--- src/hdl/insertion_sort_engine_macros.svh ---
// ----------------------------------------------------------------------------
// Insertion sort engine assertion macros
// Concurrent assertion wrappers shared by the engine's modules.
// ----------------------------------------------------------------------------
`ifndef INSERTION_SORT_ENGINE_MACROS_SVH
`define INSERTION_SORT_ENGINE_MACROS_SVH

// Invariant that must hold at every clock edge out of reset
`define ISE_ASSERT_ALWAYS(label, clk, rst_n, expr, msg) \
	label: assert property (@(posedge clk) disable iff (!rst_n) (expr)) else $error(msg);

// Same-cycle implication
`define ISE_ASSERT_IMP(label, clk, rst_n, ante, cons, msg) \
	label: assert property (@(posedge clk) disable iff (!rst_n) (ante) |-> (cons)) \
		else $error(msg);

// Next-cycle implication
`define ISE_ASSERT_NXT(label, clk, rst_n, ante, cons, msg) \
	label: assert property (@(posedge clk) disable iff (!rst_n) (ante) |=> (cons)) \
		else $error(msg);

`endif

--- src/hdl/isort_pkg.sv ---
// ----------------------------------------------------------------------------
// Insertion sort package
// Sizes, types and controller/datapath command and status structs.
// ----------------------------------------------------------------------------
`default_nettype none

package isort_pkg;

	localparam int DATA_W = 32;
	localparam int DEPTH  = 16;
	localparam int ADDR_W = $clog2(DEPTH);
	localparam int CNT_W  = $clog2(DEPTH + 1);

	typedef logic [CNT_W-1:0]  cnt_t;
	typedef logic [ADDR_W-1:0] addr_t;

	// Read address source for the store
	typedef enum logic [1:0] {
		RD_FILL_M1,
		RD_POS_M2,
		RD_K
	} rd_src_t;

	typedef struct packed {
		logic    load_in;
		logic    set_ovf;
		logic    wr_shift;
		logic    wr_place;
		logic    out_load;
		logic    clr_run;
		rd_src_t rd_src;
	} cmd_t;

	typedef struct packed {
		logic gt;
		logic full;
		logic fill_zero;
		logic pos_one;
		logic last;
		logic eor;
	} sts_t;

endpackage

`default_nettype wire

--- src/hdl/isort_in_if.sv ---
// ----------------------------------------------------------------------------
// Input channel interface
// Valid/ready channel carrying one value and its end-of-run mark.
// ----------------------------------------------------------------------------
`default_nettype none

interface isort_in_if;
	logic                             valid;
	logic                             ready;
	logic signed [isort_pkg::DATA_W-1:0] value;
	logic                             last;

	modport source (output valid, output value, output last, input ready);
	modport sink   (input valid, input value, input last, output ready);
endinterface

`default_nettype wire

--- src/hdl/isort_out_if.sv ---
// ----------------------------------------------------------------------------
// Output channel interface
// Valid/ready channel carrying one sorted value with run flags.
// ----------------------------------------------------------------------------
`default_nettype none

interface isort_out_if;
	logic                             valid;
	logic                             ready;
	logic signed [isort_pkg::DATA_W-1:0] sorted_value;
	logic                             end_of_run;
	logic                             dropped;

	modport source (output valid, output sorted_value, output end_of_run,
		output dropped, input ready);
	modport sink   (input valid, input sorted_value, input end_of_run,
		input dropped, output ready);
endinterface

`default_nettype wire

--- src/hdl/isort_ram.sv ---
// ----------------------------------------------------------------------------
// Generic RAM
// One write port, one read port with registered read data.
// ----------------------------------------------------------------------------
`default_nettype none

module isort_ram #(
	parameter int WIDTH = 32,
	parameter int DEPTH = 16
) (
	input  wire logic                     clk,
	input  wire logic                     wr_en,
	input  wire logic [$clog2(DEPTH)-1:0] wr_addr,
	input  wire logic [WIDTH-1:0]         wr_data,
	input  wire logic [$clog2(DEPTH)-1:0] rd_addr,
	output      logic [WIDTH-1:0]         rd_data
);

	logic [WIDTH-1:0] mem_q [DEPTH];
	logic [WIDTH-1:0] rd_data_q;

	always_ff @(posedge clk) begin
		if (wr_en) begin
			mem_q[wr_addr] <= wr_data;
		end
		rd_data_q <= mem_q[rd_addr];
	end

	assign rd_data = rd_data_q;

endmodule

`default_nettype wire

--- src/hdl/isort_dp.sv ---
// ----------------------------------------------------------------------------
// Insertion sort datapath
// Sorted store, insertion pointer, fill count, readout index and result register.
// ----------------------------------------------------------------------------
`default_nettype none

`include "insertion_sort_engine_macros.svh"

module isort_dp (
	input  wire logic                                clk,
	input  wire logic                                arst_n,
	input  wire logic signed [isort_pkg::DATA_W-1:0] value,
	input  wire logic                                last,
	input  wire isort_pkg::cmd_t                     cmd,
	output      isort_pkg::sts_t                     sts,
	output      logic signed [isort_pkg::DATA_W-1:0] sorted_value,
	output      logic                                end_of_run,
	output      logic                                dropped
);

	logic signed [isort_pkg::DATA_W-1:0] val_q;
	logic                                last_q;
	isort_pkg::cnt_t                     pos_q;
	isort_pkg::cnt_t                     fill_q;
	isort_pkg::cnt_t                     k_q;
	logic                                ovf_q;
	logic signed [isort_pkg::DATA_W-1:0] sorted_value_q;
	logic                                end_of_run_q;
	logic                                dropped_q;

	isort_pkg::cnt_t                     rd_cnt;
	isort_pkg::addr_t                    rd_addr;
	logic [isort_pkg::DATA_W-1:0]        rd_data;
	logic                                wr_en;
	logic [isort_pkg::DATA_W-1:0]        wr_data;

	isort_ram #(
		.WIDTH (isort_pkg::DATA_W),
		.DEPTH (isort_pkg::DEPTH)
	) u_store (
		.clk     (clk),
		.wr_en   (wr_en),
		.wr_addr (pos_q[isort_pkg::ADDR_W-1:0]),
		.wr_data (wr_data),
		.rd_addr (rd_addr),
		.rd_data (rd_data)
	);

	always_comb begin
		case (cmd.rd_src)
			isort_pkg::RD_FILL_M1: rd_cnt = fill_q - isort_pkg::cnt_t'(1);
			isort_pkg::RD_POS_M2:  rd_cnt = pos_q - isort_pkg::cnt_t'(2);
			isort_pkg::RD_K:       rd_cnt = k_q;
			default:               rd_cnt = k_q;
		endcase
	end

	assign rd_addr = rd_cnt[isort_pkg::ADDR_W-1:0];

	// A shift moves the entry below the pointer up; a place drops the new value in
	assign wr_en   = cmd.wr_shift | cmd.wr_place;
	assign wr_data = cmd.wr_shift ? rd_data : val_q;

	always_ff @(posedge clk or negedge arst_n) begin
		if (!arst_n) begin
			fill_q <= '0;
			ovf_q  <= 1'b0;
			k_q    <= '0;
		end else begin
			if (cmd.set_ovf) begin
				ovf_q <= 1'b1;
			end
			if (cmd.wr_place) begin
				fill_q <= fill_q + isort_pkg::cnt_t'(1);
			end
			if (cmd.out_load) begin
				k_q <= k_q + isort_pkg::cnt_t'(1);
			end
			if (cmd.clr_run) begin
				fill_q <= '0;
				ovf_q  <= 1'b0;
				k_q    <= '0;
			end
		end
	end

	always_ff @(posedge clk) begin
		if (cmd.load_in) begin
			val_q  <= value;
			last_q <= last;
			pos_q  <= fill_q;
		end else if (cmd.wr_shift) begin
			pos_q <= pos_q - isort_pkg::cnt_t'(1);
		end
		if (cmd.out_load) begin
			sorted_value_q <= $signed(rd_data);
			end_of_run_q   <= (k_q + isort_pkg::cnt_t'(1)) == fill_q;
			dropped_q      <= ovf_q;
		end
	end

	always_comb begin
		sts.gt        = $signed(rd_data) > val_q;
		sts.full      = fill_q == isort_pkg::cnt_t'(isort_pkg::DEPTH);
		sts.fill_zero = fill_q == '0;
		sts.pos_one   = pos_q == isort_pkg::cnt_t'(1);
		sts.last      = last_q;
		sts.eor       = end_of_run_q;
	end

	assign sorted_value = sorted_value_q;
	assign end_of_run   = end_of_run_q;
	assign dropped      = dropped_q;

	`ISE_ASSERT_ALWAYS(a_fill_bound, clk, arst_n, fill_q <= isort_pkg::cnt_t'(isort_pkg::DEPTH), "fill count beyond depth")
	`ISE_ASSERT_NXT(a_fill_step, clk, arst_n, cmd.wr_place, fill_q == $past(fill_q) + isort_pkg::cnt_t'(1), "placement did not advance fill count")
	`ISE_ASSERT_IMP(a_read_in_range, clk, arst_n, cmd.out_load, k_q < fill_q, "readout index past fill count")

endmodule

`default_nettype wire

--- src/hdl/isort_ctrl.sv ---
// ----------------------------------------------------------------------------
// Insertion sort controller
// Sequences acceptance, shift-down insertion and ordered readout of a run.
// ----------------------------------------------------------------------------
`default_nettype none

`include "insertion_sort_engine_macros.svh"

module isort_ctrl (
	input  wire logic            clk,
	input  wire logic            arst_n,
	input  wire logic            in_valid,
	input  wire logic            in_last,
	output      logic            in_ready,
	output      logic            out_valid,
	input  wire logic            out_ready,
	input  wire isort_pkg::sts_t sts,
	output      isort_pkg::cmd_t cmd
);

	typedef enum logic [2:0] {
		S_IDLE,
		S_COMPARE,
		S_PLACE,
		S_OUT_RD,
		S_OUT_LD,
		S_OUT_WAIT
	} state_t;

	state_t state_q;
	logic   out_valid_q;

	assign in_ready  = state_q == S_IDLE;
	assign out_valid = out_valid_q;

	always_comb begin
		cmd        = '0;
		cmd.rd_src = isort_pkg::RD_K;
		case (state_q)
			S_IDLE: begin
				// Fetch the top entry so the first compare is ready next cycle
				cmd.rd_src = isort_pkg::RD_FILL_M1;
				if (in_valid) begin
					cmd.load_in = 1'b1;
					cmd.set_ovf = sts.full;
				end
			end
			S_COMPARE: begin
				if (sts.gt) begin
					cmd.wr_shift = 1'b1;
					cmd.rd_src   = isort_pkg::RD_POS_M2;
				end else begin
					cmd.wr_place = 1'b1;
				end
			end
			S_PLACE: begin
				cmd.wr_place = 1'b1;
			end
			S_OUT_RD: begin
				cmd.rd_src = isort_pkg::RD_K;
			end
			S_OUT_LD: begin
				cmd.out_load = 1'b1;
			end
			S_OUT_WAIT: begin
				cmd.rd_src  = isort_pkg::RD_K;
				cmd.clr_run = out_ready & sts.eor;
			end
			default: begin
				cmd = '0;
			end
		endcase
	end

	always_ff @(posedge clk or negedge arst_n) begin
		if (!arst_n) begin
			state_q     <= S_IDLE;
			out_valid_q <= 1'b0;
		end else begin
			case (state_q)
				S_IDLE: begin
					if (in_valid) begin
						if (sts.full) begin
							// drop the value; a last item still releases the run
							state_q <= in_last ? S_OUT_RD : S_IDLE;
						end else if (sts.fill_zero) begin
							state_q <= S_PLACE;
						end else begin
							state_q <= S_COMPARE;
						end
					end
				end
				S_COMPARE: begin
					if (sts.gt) begin
						if (sts.pos_one) begin
							state_q <= S_PLACE;
						end
					end else begin
						state_q <= sts.last ? S_OUT_RD : S_IDLE;
					end
				end
				S_PLACE: begin
					state_q <= sts.last ? S_OUT_RD : S_IDLE;
				end
				S_OUT_RD: begin
					state_q <= S_OUT_LD;
				end
				S_OUT_LD: begin
					out_valid_q <= 1'b1;
					state_q     <= S_OUT_WAIT;
				end
				S_OUT_WAIT: begin
					if (out_ready) begin
						out_valid_q <= 1'b0;
						state_q     <= sts.eor ? S_IDLE : S_OUT_LD;
					end
				end
				default: begin
					state_q     <= S_IDLE;
					out_valid_q <= 1'b0;
				end
			endcase
		end
	end

	`ISE_ASSERT_ALWAYS(a_one_side_open, clk, arst_n, !(in_ready && out_valid_q), "input open while a result is pending")
	`ISE_ASSERT_IMP(a_valid_in_wait, clk, arst_n, out_valid_q, state_q == S_OUT_WAIT, "result valid outside the wait state")
	`ISE_ASSERT_NXT(a_final_returns, clk, arst_n, cmd.clr_run, in_ready && !out_valid_q, "run end did not return to idle")

endmodule

`default_nettype wire

--- src/hdl/insertion_sort_engine.sv ---
// ----------------------------------------------------------------------------
// Insertion sort engine: an item shifts each larger stored entry up, then is placed in the gap.
// A dropped item (store full) is accepted but not stored; the store is one RAM port read, one written a cycle.
// Readout: each result is loaded into the result register and held valid until it is taken.
// Reset clears the fill count, overflow flag and controller; the store is not cleared.
// ----------------------------------------------------------------------------
`default_nettype none

module insertion_sort_engine (
	input  wire logic    clk,
	input  wire logic    arst_n,
	isort_in_if.sink     items,
	isort_out_if.source  results
);

	isort_pkg::cmd_t cmd;
	isort_pkg::sts_t sts;

	isort_ctrl u_ctrl (
		.clk       (clk),
		.arst_n    (arst_n),
		.in_valid  (items.valid),
		.in_last   (items.last),
		.in_ready  (items.ready),
		.out_valid (results.valid),
		.out_ready (results.ready),
		.sts       (sts),
		.cmd       (cmd)
	);

	isort_dp u_dp (
		.clk          (clk),
		.arst_n       (arst_n),
		.value        (items.value),
		.last         (items.last),
		.cmd          (cmd),
		.sts          (sts),
		.sorted_value (results.sorted_value),
		.end_of_run   (results.end_of_run),
		.dropped      (results.dropped)
	);

endmodule

`default_nettype wire
--- src/flat_wrapper.sv ---
// flat-port wrapper written by rule: the top's interface ports become plain ports
module insertion_sort_engine_flat 
  (clk, arst_n, items_valid, items_value, items_last, items_ready, results_valid, results_sorted_value, results_end_of_run, results_dropped, results_ready);
  isort_in_if items_i ();
  isort_out_if results_i ();
  input  wire logic clk;
  input  wire logic arst_n;
  input wire logic [$bits(items_i.valid)-1:0] items_valid;
  input wire logic [$bits(items_i.value)-1:0] items_value;
  input wire logic [$bits(items_i.last)-1:0] items_last;
  output wire logic [$bits(items_i.ready)-1:0] items_ready;
  output wire logic [$bits(results_i.valid)-1:0] results_valid;
  output wire logic [$bits(results_i.sorted_value)-1:0] results_sorted_value;
  output wire logic [$bits(results_i.end_of_run)-1:0] results_end_of_run;
  output wire logic [$bits(results_i.dropped)-1:0] results_dropped;
  input wire logic [$bits(results_i.ready)-1:0] results_ready;
  assign items_i.valid = items_valid;
  assign items_i.value = items_value;
  assign items_i.last = items_last;
  assign items_ready = items_i.ready;
  assign results_valid = results_i.valid;
  assign results_sorted_value = results_i.sorted_value;
  assign results_end_of_run = results_i.end_of_run;
  assign results_dropped = results_i.dropped;
  assign results_i.ready = results_ready;
  insertion_sort_engine u_core (.clk(clk), .arst_n(arst_n), .items(items_i), .results(results_i));
endmodule
--- config.mk ---
export PLATFORM = sky130hd
export DESIGN_NAME = insertion_sort_engine_flat
export DESIGN_NICKNAME = d
export VERILOG_FILES = /design/src/hdl/isort_pkg.sv /design/src/hdl/isort_in_if.sv /design/src/hdl/isort_out_if.sv /design/src/hdl/isort_ram.sv /design/src/hdl/isort_dp.sv /design/src/hdl/isort_ctrl.sv /design/src/hdl/insertion_sort_engine.sv /design/src/flat_wrapper.sv
export VERILOG_INCLUDE_DIRS = /design/src /design/src/hdl
export SDC_FILE = /design/constraint.sdc
export NUM_CORES = 1
export LEC_CHECK = 0
export BUFFER_PORTS_ARGS = -buffer_cell sky130_fd_sc_hd__buf_2
export CAP_MARGIN = 5
export CELL_PAD_IN_SITES_DETAIL_PLACEMENT = 0
export CELL_PAD_IN_SITES_GLOBAL_PLACEMENT = 1
export CORE_ASPECT_RATIO = 0.7
export CORE_UTILIZATION = 50
export DETAILED_ROUTE_END_ITERATION = 7
export GPL_ROUTABILITY_DRIVEN = 0
export PLACE_DENSITY = 0.82
export SLEW_MARGIN = 20
export SYNTH_ARGS = -nofsm -noshare
export SYNTH_HDL_FRONTEND = slang
export SYNTH_SLANG_ARGS = --single-unit
--- constraint.sdc ---
create_clock -name clk -period 4.6 [get_ports clk]
set_input_delay 0.92 -clock clk [delete_from_list [all_inputs] [get_ports clk]]
set_output_delay 0.92 -clock clk [all_outputs]
set_load 0.01 [all_outputs]
* Word level (Yosys, flattened, before mapping) *
Memory sizes are Yosys's and may differ from the RTL's. A register that Yosys moved wholly into a read port is not among the register bits.
Index checks and enable logic that the tools add are counted.

word-level totals
  register bits = 87
  logic and storage cells = 78
  bits in writable memories = 512
  output and inout bits = 36
  memories kept = 1

cells by class
  reductions and logical operators = 11
  equal/unequal tests = 12
  $lt $le $gt $ge = 1
  add/subtract/negate cells = 5
  muxes and demuxes = 34
  bitwise operators = 3

memory list
  memory                     words  bits a word  read ports  clocked after Yosys merged registers in  write ports  line             RTL
  u_core.u_dp.u_store.mem_q  16     32           1           1                                        1            isort_ram.sv:19  logic [WIDTH-1:0] mem_q [DEPTH];

operators by type and width
  cell                                              number
  greater-than comparator 32 bit                    1
  2-to-1 mux 32 bit                                 1
  2-to-1 mux 5 bit                                  6
  case mux 3 bit (6 select lines)                   1
  2-to-1 mux 3 bit                                  5
  2-to-1 mux 2 bit                                  7
  adder 5 x 1 -> 5 bit, second input constant       2
  2-to-1 mux 1 bit                                  10
  case mux 4 bit (2 select lines)                   1
  nonzero test 2 bit                                4
  OR reduction 4 bit                                2
  == test 3 x 2 -> 1 bit, second input constant     2
  == test 3 bit, second input constant              2
  == test 5 x 1 -> 1 bit, second input constant     1
  == test 5 bit                                     1
  == test 5 bit, second input constant              1
  zero test 5 bit                                   1
  subtractor 5 x 1 -> 5 bit, second input constant  1
  != test 2 bit, second input constant              2
  case mux 2 bit (2 select lines)                   1
  subtractor 4 x 1 -> 4 bit, second input constant  1
  subtractor 4 x 2 -> 4 bit, second input constant  1
  == test 3 x 1 -> 1 bit, second input constant     1
  zero test 3 bit                                   1
  other kinds (10)                                  10

* Logic depth before layout (Yosys ltp) *
Gate-level depths: netlist (run 1).

  word-level depth = 6
  gate-level depth with buffers = 15
  gate-level depth less buffers = 13

* Hierarchy *
A second synthesis (run 1) with hierarchy kept.

second synthesis, totals
  cells, all modules = 1253
  area, all modules = 24423.4 um2

by module, submodules not included
  module      instances  area each (um2)  cells an instance
  isort_ram   1          19854.0          838
  isort_dp    1          4196.5           367
  isort_ctrl  1          372.9            48

* Worst setup path before layout (run 1) *
Ideal clock, no wire load.

  path type = register to register
  start point = register u_core.u_ctrl.state_q[2]
  end point = register u_core.u_dp.k_q[3]
  buffers on the path = 1
  arrival = 3.947 ns
  setup time = 0.132 ns
  setup slack = 0.522 ns
  cell stages (with the launch flop) = 7
  clock period less this slack = 4.078 ns
  cell sequence = dfrtp_1 > clkbuf_1 > inv_1 > nor3_1 > nand4_1 > xor2_1 > nor2_1

RTL lines
  element                   line               RTL
  start: declaration        isort_ctrl.sv:30   state_t state_q;
  start signal: assignment  isort_ctrl.sv:85   state_q <= in_last ? S_OUT_RD : S_IDLE;
  start signal: assignment  isort_ctrl.sv:99   state_q <= sts.last ? S_OUT_RD : S_IDLE;
  start signal: assignment  isort_ctrl.sv:103  state_q <= sts.last ? S_OUT_RD : S_IDLE;
  end signal: assignment    isort_dp.sv:77     k_q <= k_q + isort_pkg::cnt_t'(1);
  end: declaration          isort_dp.sv:25     isort_pkg::cnt_t k_q;

* Final worst setup path (run 1) *
  start point = register u_core.u_dp.val_q[27] (netlist name)
  end point = register u_core.u_dp.u_store.rd_data_q[31], in the netlist u_core.u_dp.u_store.rd_data[31], read port of u_core.u_dp.u_store.mem_q

on the way
  word-level cells in the longest chain between the ends = 5
  elaborated cells between the ends (all ways) = 6
  those cells by class = 1 x order compare; 1 x eq/ne; 3 x mux; 1 x reduce/logical

ends and longest elaborated chain
  element                                                    line              RTL
  start: declaration                                         isort_dp.sv:21    logic signed [isort_pkg::DATA_W-1:0] val_q;
  start signal: assignment                                   isort_dp.sv:89    val_q <= value;
  greater-than comparator 32 bit *                           isort_dp.sv:103   sts.gt = $signed(rd_data) > val_q;
  2-to-1 mux 2 bit *                                         isort_ctrl.sv:49  if (sts.gt) begin
  case mux 2 bit (2 select lines) *                          isort_ctrl.sv:39  case (state_q)
  == test 2 x 1 -> 1 bit or zero test 2 bit (tied branches)  isort_dp.sv:50    case (cmd.rd_src)
  case mux 4 bit (2 select lines) *                          isort_dp.sv:50
  end: declaration                                           isort_ram.sv:20   logic [WIDTH-1:0] rd_data_q;

Mark *: on every way between the ends. The rest lies on a longest branch, timed or not.
A chain may end at the register's enable or synchronous reset.

==> results of run 1 <==
## cell type report
class / count / share of cell area, %
Tap cell: 665 / 2.91
Inverter: 43 / 0.570
Clock inverter: 26 / 0.999
Timing Repair Buffer: 158 / 4.09
Sequential cell: 631 / 65.0
Multi-Input combinational cell: 837 / 21.0
Clock buffer: 78 / 5.48
## routing by layer
layer,track usage [%],vias to the layer above,wire length (um)
met1,35.2,7464,26700
met2,36.2,688,27100
li1,-,6424,-
met4,6.13,2,1110
met3,4.69,86,5930
met5,0,-,13
## how the worst max path moves through the flow
stage / startpoint / end / slack, ns
final: u_core.u_dp.val_q[27] / u_core.u_dp.u_store.rd_data[31] / 0.33
after global placement: u_core.u_dp.u_store.rd_data[15] / u_core.u_dp.u_store.rd_data[26] / -0.001
after detailed placement: u_core.u_dp.u_store.rd_data[15] / u_core.u_dp.u_store.rd_data[31] / -0.09
after CTS: u_core.u_dp.u_store.rd_data[15] / u_core.u_dp.u_store.rd_data[6] / 0.02
after floorplan: u_core.u_ctrl.state_q[2] / u_core.u_dp.k_q[3] / 0.52
after global routing: u_core.u_dp.val_q[7] / u_core.u_dp.u_store.rd_data[9] / 0.06
## what timing repair did
action,4_1_cts,5_1_grt
endpoints found under the setup margin,30,32
pin swaps,0,1
buffers inserted,0,2
resized for setup,2,1
hold buffers,0,0
## logic make-up after synthesis
family | count (synthesis)
AO/OA/AOI/OAI | 224
XOR/XNOR | 20
adder cells (fa/ha/maj) | 43
buffers and inverters | 128
flip-flops | 631
multiplexers | 160
AND/OR/NAND/NOR | 390
## flip-flops by register name (all words and copies together), names as in the netlist
name and cells:
u_core.u_dp.end_of_run 1, u_core.u_dp.fill_q 5, u_core.u_ctrl.state_q 3, u_core.u_dp.u_store.mem_q 512, u_core.u_dp.pos_q 5, u_core.u_dp.last_q 1, u_core.u_dp.sorted_value 32, u_core.u_dp.val_q 32
u_core.u_ctrl.out_valid 1, u_core.u_dp.dropped 1, u_core.u_dp.k_q 5, u_core.u_dp.u_store.rd_data 32, u_core.u_dp.ovf_q 1
## cells in the final DEF, fill, tap and decap left out, drive strengths merged, types with 5 or more instances in the layout
| cell | count |
|---|---|
| edfxtp | 584 |
| nand2 | 259 |
| mux2i | 160 |
| buf | 158 |
| clkbuf | 78 |
| a32oi | 65 |
| inv | 44 |
| ha | 43 |
| nor2 | 43 |
| o21ai | 39 |
| and3 | 35 |
| a221oi | 32 |
| a32o | 32 |
| dfxtp | 32 |
| a21oi | 26 |
| clkinv | 19 |
| dfrtp | 15 |
| nand4 | 13 |
| xor2 | 10 |
| xnor2 | 10 |
| nor3 | 10 |
| nand3 | 8 |
| nor3b | 6 |
| nand2b | 5 |
| bufinv | 5 |
## stage by stage
step,TNS (ns),instances,instance area [um^2]
6_report,0,2438,28600
5_1_grt,0,2438,28600
4_1_cts,0,2436,28500
3_5_place_dp,-1.29,2332,26700
3_3_place_gp,-0.00126,2332,26700
2_1_floorplan,0,1596,25000
==> run metrics, run 1 <==
outcome=complete, no violations; HP Class=in2async; mux cell area share after synthesis=6.41%; adder-cell share of the synthesized area=2.15%; layout cells sized above 1=15.7%; critical path's largest stage delay=0.62 ns; Clock Skew=0.0195 ns; antenna cells=0; Post-synth top cells=edfxtp_1 (584), nand2_1 (259), mux2i_1 (160); distinct cell type count after synthesis=58; DR pass1 iterations=5; Post-synth EDFFs=584; Slowest cell on crit path=nor4_4; CP delay by family, top=simple AND/OR/NAND/NOR gates; hpwl dp=34.5 mm; IO Count=73; CTS Root Cell=clkbuf_16; RR Endpoint=u_core.u_dp.u_store.rd_data[31]; Compound-Gate Fraction of Synth Area=7.04%; final core utilization=57.9%; largest net degree at the start of global routing=65; cts bufs inserted=56; first-pass GRT wire length=89.4 mm; Post-Synthesis Cell Area=25,000 um^2; Area Overhead vs Synth=14.3%; Bufs and invs on worst path=2; register area=18,600 um^2; crit path max fanout=9; crit start category=flop; Reg clk slew, reported paths=0.06 ns; die area=50,900 um^2; unrepaired setup endpoints after global routing=false; Final Critical Period=4.27 ns; Critical Path, Cell by Cell=inv_1 > ha_1 > nand4_1 > nor4_4 > o31a_1 > nor4_2 > nor2_1 > a211o_1 > and3_1 > buf_4 > a32oi_1 > and3_1; Vias/cell=6.01; DRT iter0 DRCs=1,678; FILL cells=3,788; DR vias=14,700; routed len/inst=25.0 um; Final setup viols=0; CP arrival=4.77 ns; Starting Density=50.6%; Synth Net Count=1,676; Slew Limit Fails=0; Fin. Hold Viols=0; clock sinks=631; die height=189 um; sequential element share of the synthesized area=74.2%; post-synthesis simple-gate area fraction=6.96%; largest family of logic cells by synthesized area=compound AO/OA/AOI/OAI gates; XOR/XNOR share of the synthesized area=0.701%; vias in the first global route=14,100; Core ar.=49,300 um^2; Routed WL=60.9 mm; Cells after Synth=1,596; count leader, synth=edfxtp_1; Worst Hold Slack=0.227 ns; clk_lat worst skew=0.61 ns; syn avg cell area=15.7 um^2; Worst slew margin=37.1%; leading area contributor after synthesis=edfxtp_1; Final ANT Viol Nets=0; Yosys reg bits=631; grt ovf=0; worst path required time=5.10 ns; Reg-to-Reg Start=u_core.u_dp.val_q[27]; kind of critical path=reg2reg; element type at the critical path end=flop; cells on worst reg2reg path=12; top_reg_cell synth=edfxtp_1; asr flop ratio synth=2.38%; Residual DRC=0; worst slew pin tran=0.943 ns; gr usage total=23.8%; Max Clock Freq=0.234 GHz; Clock Tree Buf Depth=3; Rows=68; fin nets=1,807; Yosys top cell area share=70.2%; top cells by area, synth=edfxtp_1 (70%), mux2i_1 (6.4%), nand2_1 (3.9%); period utilization=92.9%; final worst setup slack=0.328 ns; CTS tree=built; YS warnings=0; critical path's most frequent cell=and3_1; H-tree Lvls=2; max-cap violation count=0; setup slack at placement=-0.0865 ns; initial antenna violation count=1; reg2reg setup slack=0.33 ns; multi-input logic area=5990 um^2; width of the die=269 um; # port buffers=72; critical path depth=12
Power of run 1 is not shown: default switching activity piles up to over one toggle a cycle in this logic, so the estimate is an artifact.
==> inputs of run 2 (changes only) <==
- CORE_MARGIN: unset -> 3
==> run metrics, run 2 (same netlist as run 1, synthesis figures left out) <==
# port buffers=72; DP Cell Count=2,319; HP Class=in2async; IO Count=73; gr usage total=23.1%; clk_lat worst skew=0.60 ns; H-tree Lvls=2; critical path's most frequent cell=buf_12; Final setup viols=0; first-pass GRT wire length=89.7 mm; Area Overhead vs Synth=13.5%; crit path max fanout=42; Crit. Startpoint=u_core.u_dp.val_q[27]; DRT iter0 DRCs=1,621; Rows=67; die area=52,700 um^2; RR Endpoint=u_core.u_dp.u_store.rd_data[18]; grt ovf=0; Critical Path, Cell by Cell=inv_1 > ha_1 > a21oi_1 > o21ai_0 > nand2b_1 > nand4_1 > nor4_2 > nor2_1 > a211oi_4 > buf_12 > buf_12 > nand2_1 > a32o_1 > a221oi_1 > and3_1; Vias/cell=5.93; FILL cells=3,677; Post-Layout Cell Count=2,422; fin nets=1,801; Final Critical Period=4.24 ns; initial antenna violation count=0; Residual DRC=0; Worst slew margin=33.4%; CP arrival=4.77 ns; layout cells sized above 1=15.1%; Resized Gates After CTS=0; element type at the critical path end=flop; worst path required time=5.13 ns; multi-input logic area=5980 um^2; setup TNS=0 ns; Max Clock Freq=0.236 GHz; crit start category=flop; postcts setup bufs=0; Slew Limit Fails=0; reg2reg setup slack=0.36 ns; CTS Root Cell=clkbuf_16; clock sinks=631; Clock Skew=0.0221 ns; DR pass1 iterations=5; width of the die=273 um; Routed WL=60.9 mm; vias in the first global route=13,700; number of flip-flops under the largest register name=512; Core ar.=48,600 um^2; Slowest cell on crit path=nor4_2; worst slew pin tran=0.993 ns; Reg-to-Reg Start=u_core.u_dp.val_q[27]; largest net degree at the start of global routing=85; Fin. Hold Viols=0; kind of critical path=reg2reg; Starting Density=51.4%; unrepaired setup endpoints after global routing=false; hpwl dp=34.3 mm; CTS tree=built; routed len/inst=25.1 um; Hold Buf Count CTS=0; worst setup path endpoint=u_core.u_dp.u_store.rd_data[18]; antenna cells=0; outcome=complete, no violations; Clock Tree Buf Depth=3; final core utilization=58.4%; DR vias=14,400; die height=193 um; Worst Hold Slack=0.213 ns; cells on worst reg2reg path=15; Final ANT Viol Nets=0; max-cap violation count=0; cts bufs inserted=55; most common cell after layout, fill and taps aside=edfxtp_1; critical path's largest stage delay=0.64 ns; period utilization=92.2%; Reg clk slew, reported paths=0.07 ns; register area=18,600 um^2; most frequent cells in the layout=edfxtp_1 (584), nand2_1 (259), mux2i_1 (160); Biggest register=u_core.u_dp.u_store.mem_q
-- run 2: worst min path at each step --
stage / to / depth (start not counted)
3_3_place_gp: u_core.u_dp.sorted_value[0] / 0
4_1_cts: u_core.u_ctrl.state_q[0] / 1
3_5_place_dp: u_core.u_dp.sorted_value[0] / 0
5_1_grt: u_core.u_ctrl.state_q[2] / 1
6_report: u_core.u_ctrl.state_q[2] / 1
2_1_floorplan: u_core.u_dp.sorted_value[0] / 0
-- run 2: cell type report --
cell class	count	area share [%]
clock buffer	75	5.29
clock inverter	28	0.904
inverter	43	0.573
multi-input combinational	837	21.1
sequential	631	65.4
tap	655	2.89
timing repair buffer	153	3.90
-- run 2: through the flow --
stage,instance area [um^2],setup WS (ns)
detailed placement,26600,0.464
floorplan,25000,0.522
global placement,26600,0.546
finish,28400,0.357
global route,28400,0.0800
CTS,28400,0.424
-- run 2: per-layer routing --
metal	track usage, %	up-vias	wire length (um)
li1	-	6408	-
met1	34.6	7158	26400
met2	34.9	697	26900
met3	4.85	103	6100
met4	6.21	0	1400
met5	0	-	0
-- run 2: worst max-delay path, delay by kind of cell (launching register included) --
family                   cells  cell delay, ns
buffers and inverters        3            0.60
AND/OR/NAND/NOR              6            1.50
AO/OA/AOI/OAI                5            1.38
adder cells (fa/ha/maj)      1            0.26
flip-flops                   1            0.37
Power of run 2 is left out for the same reason.
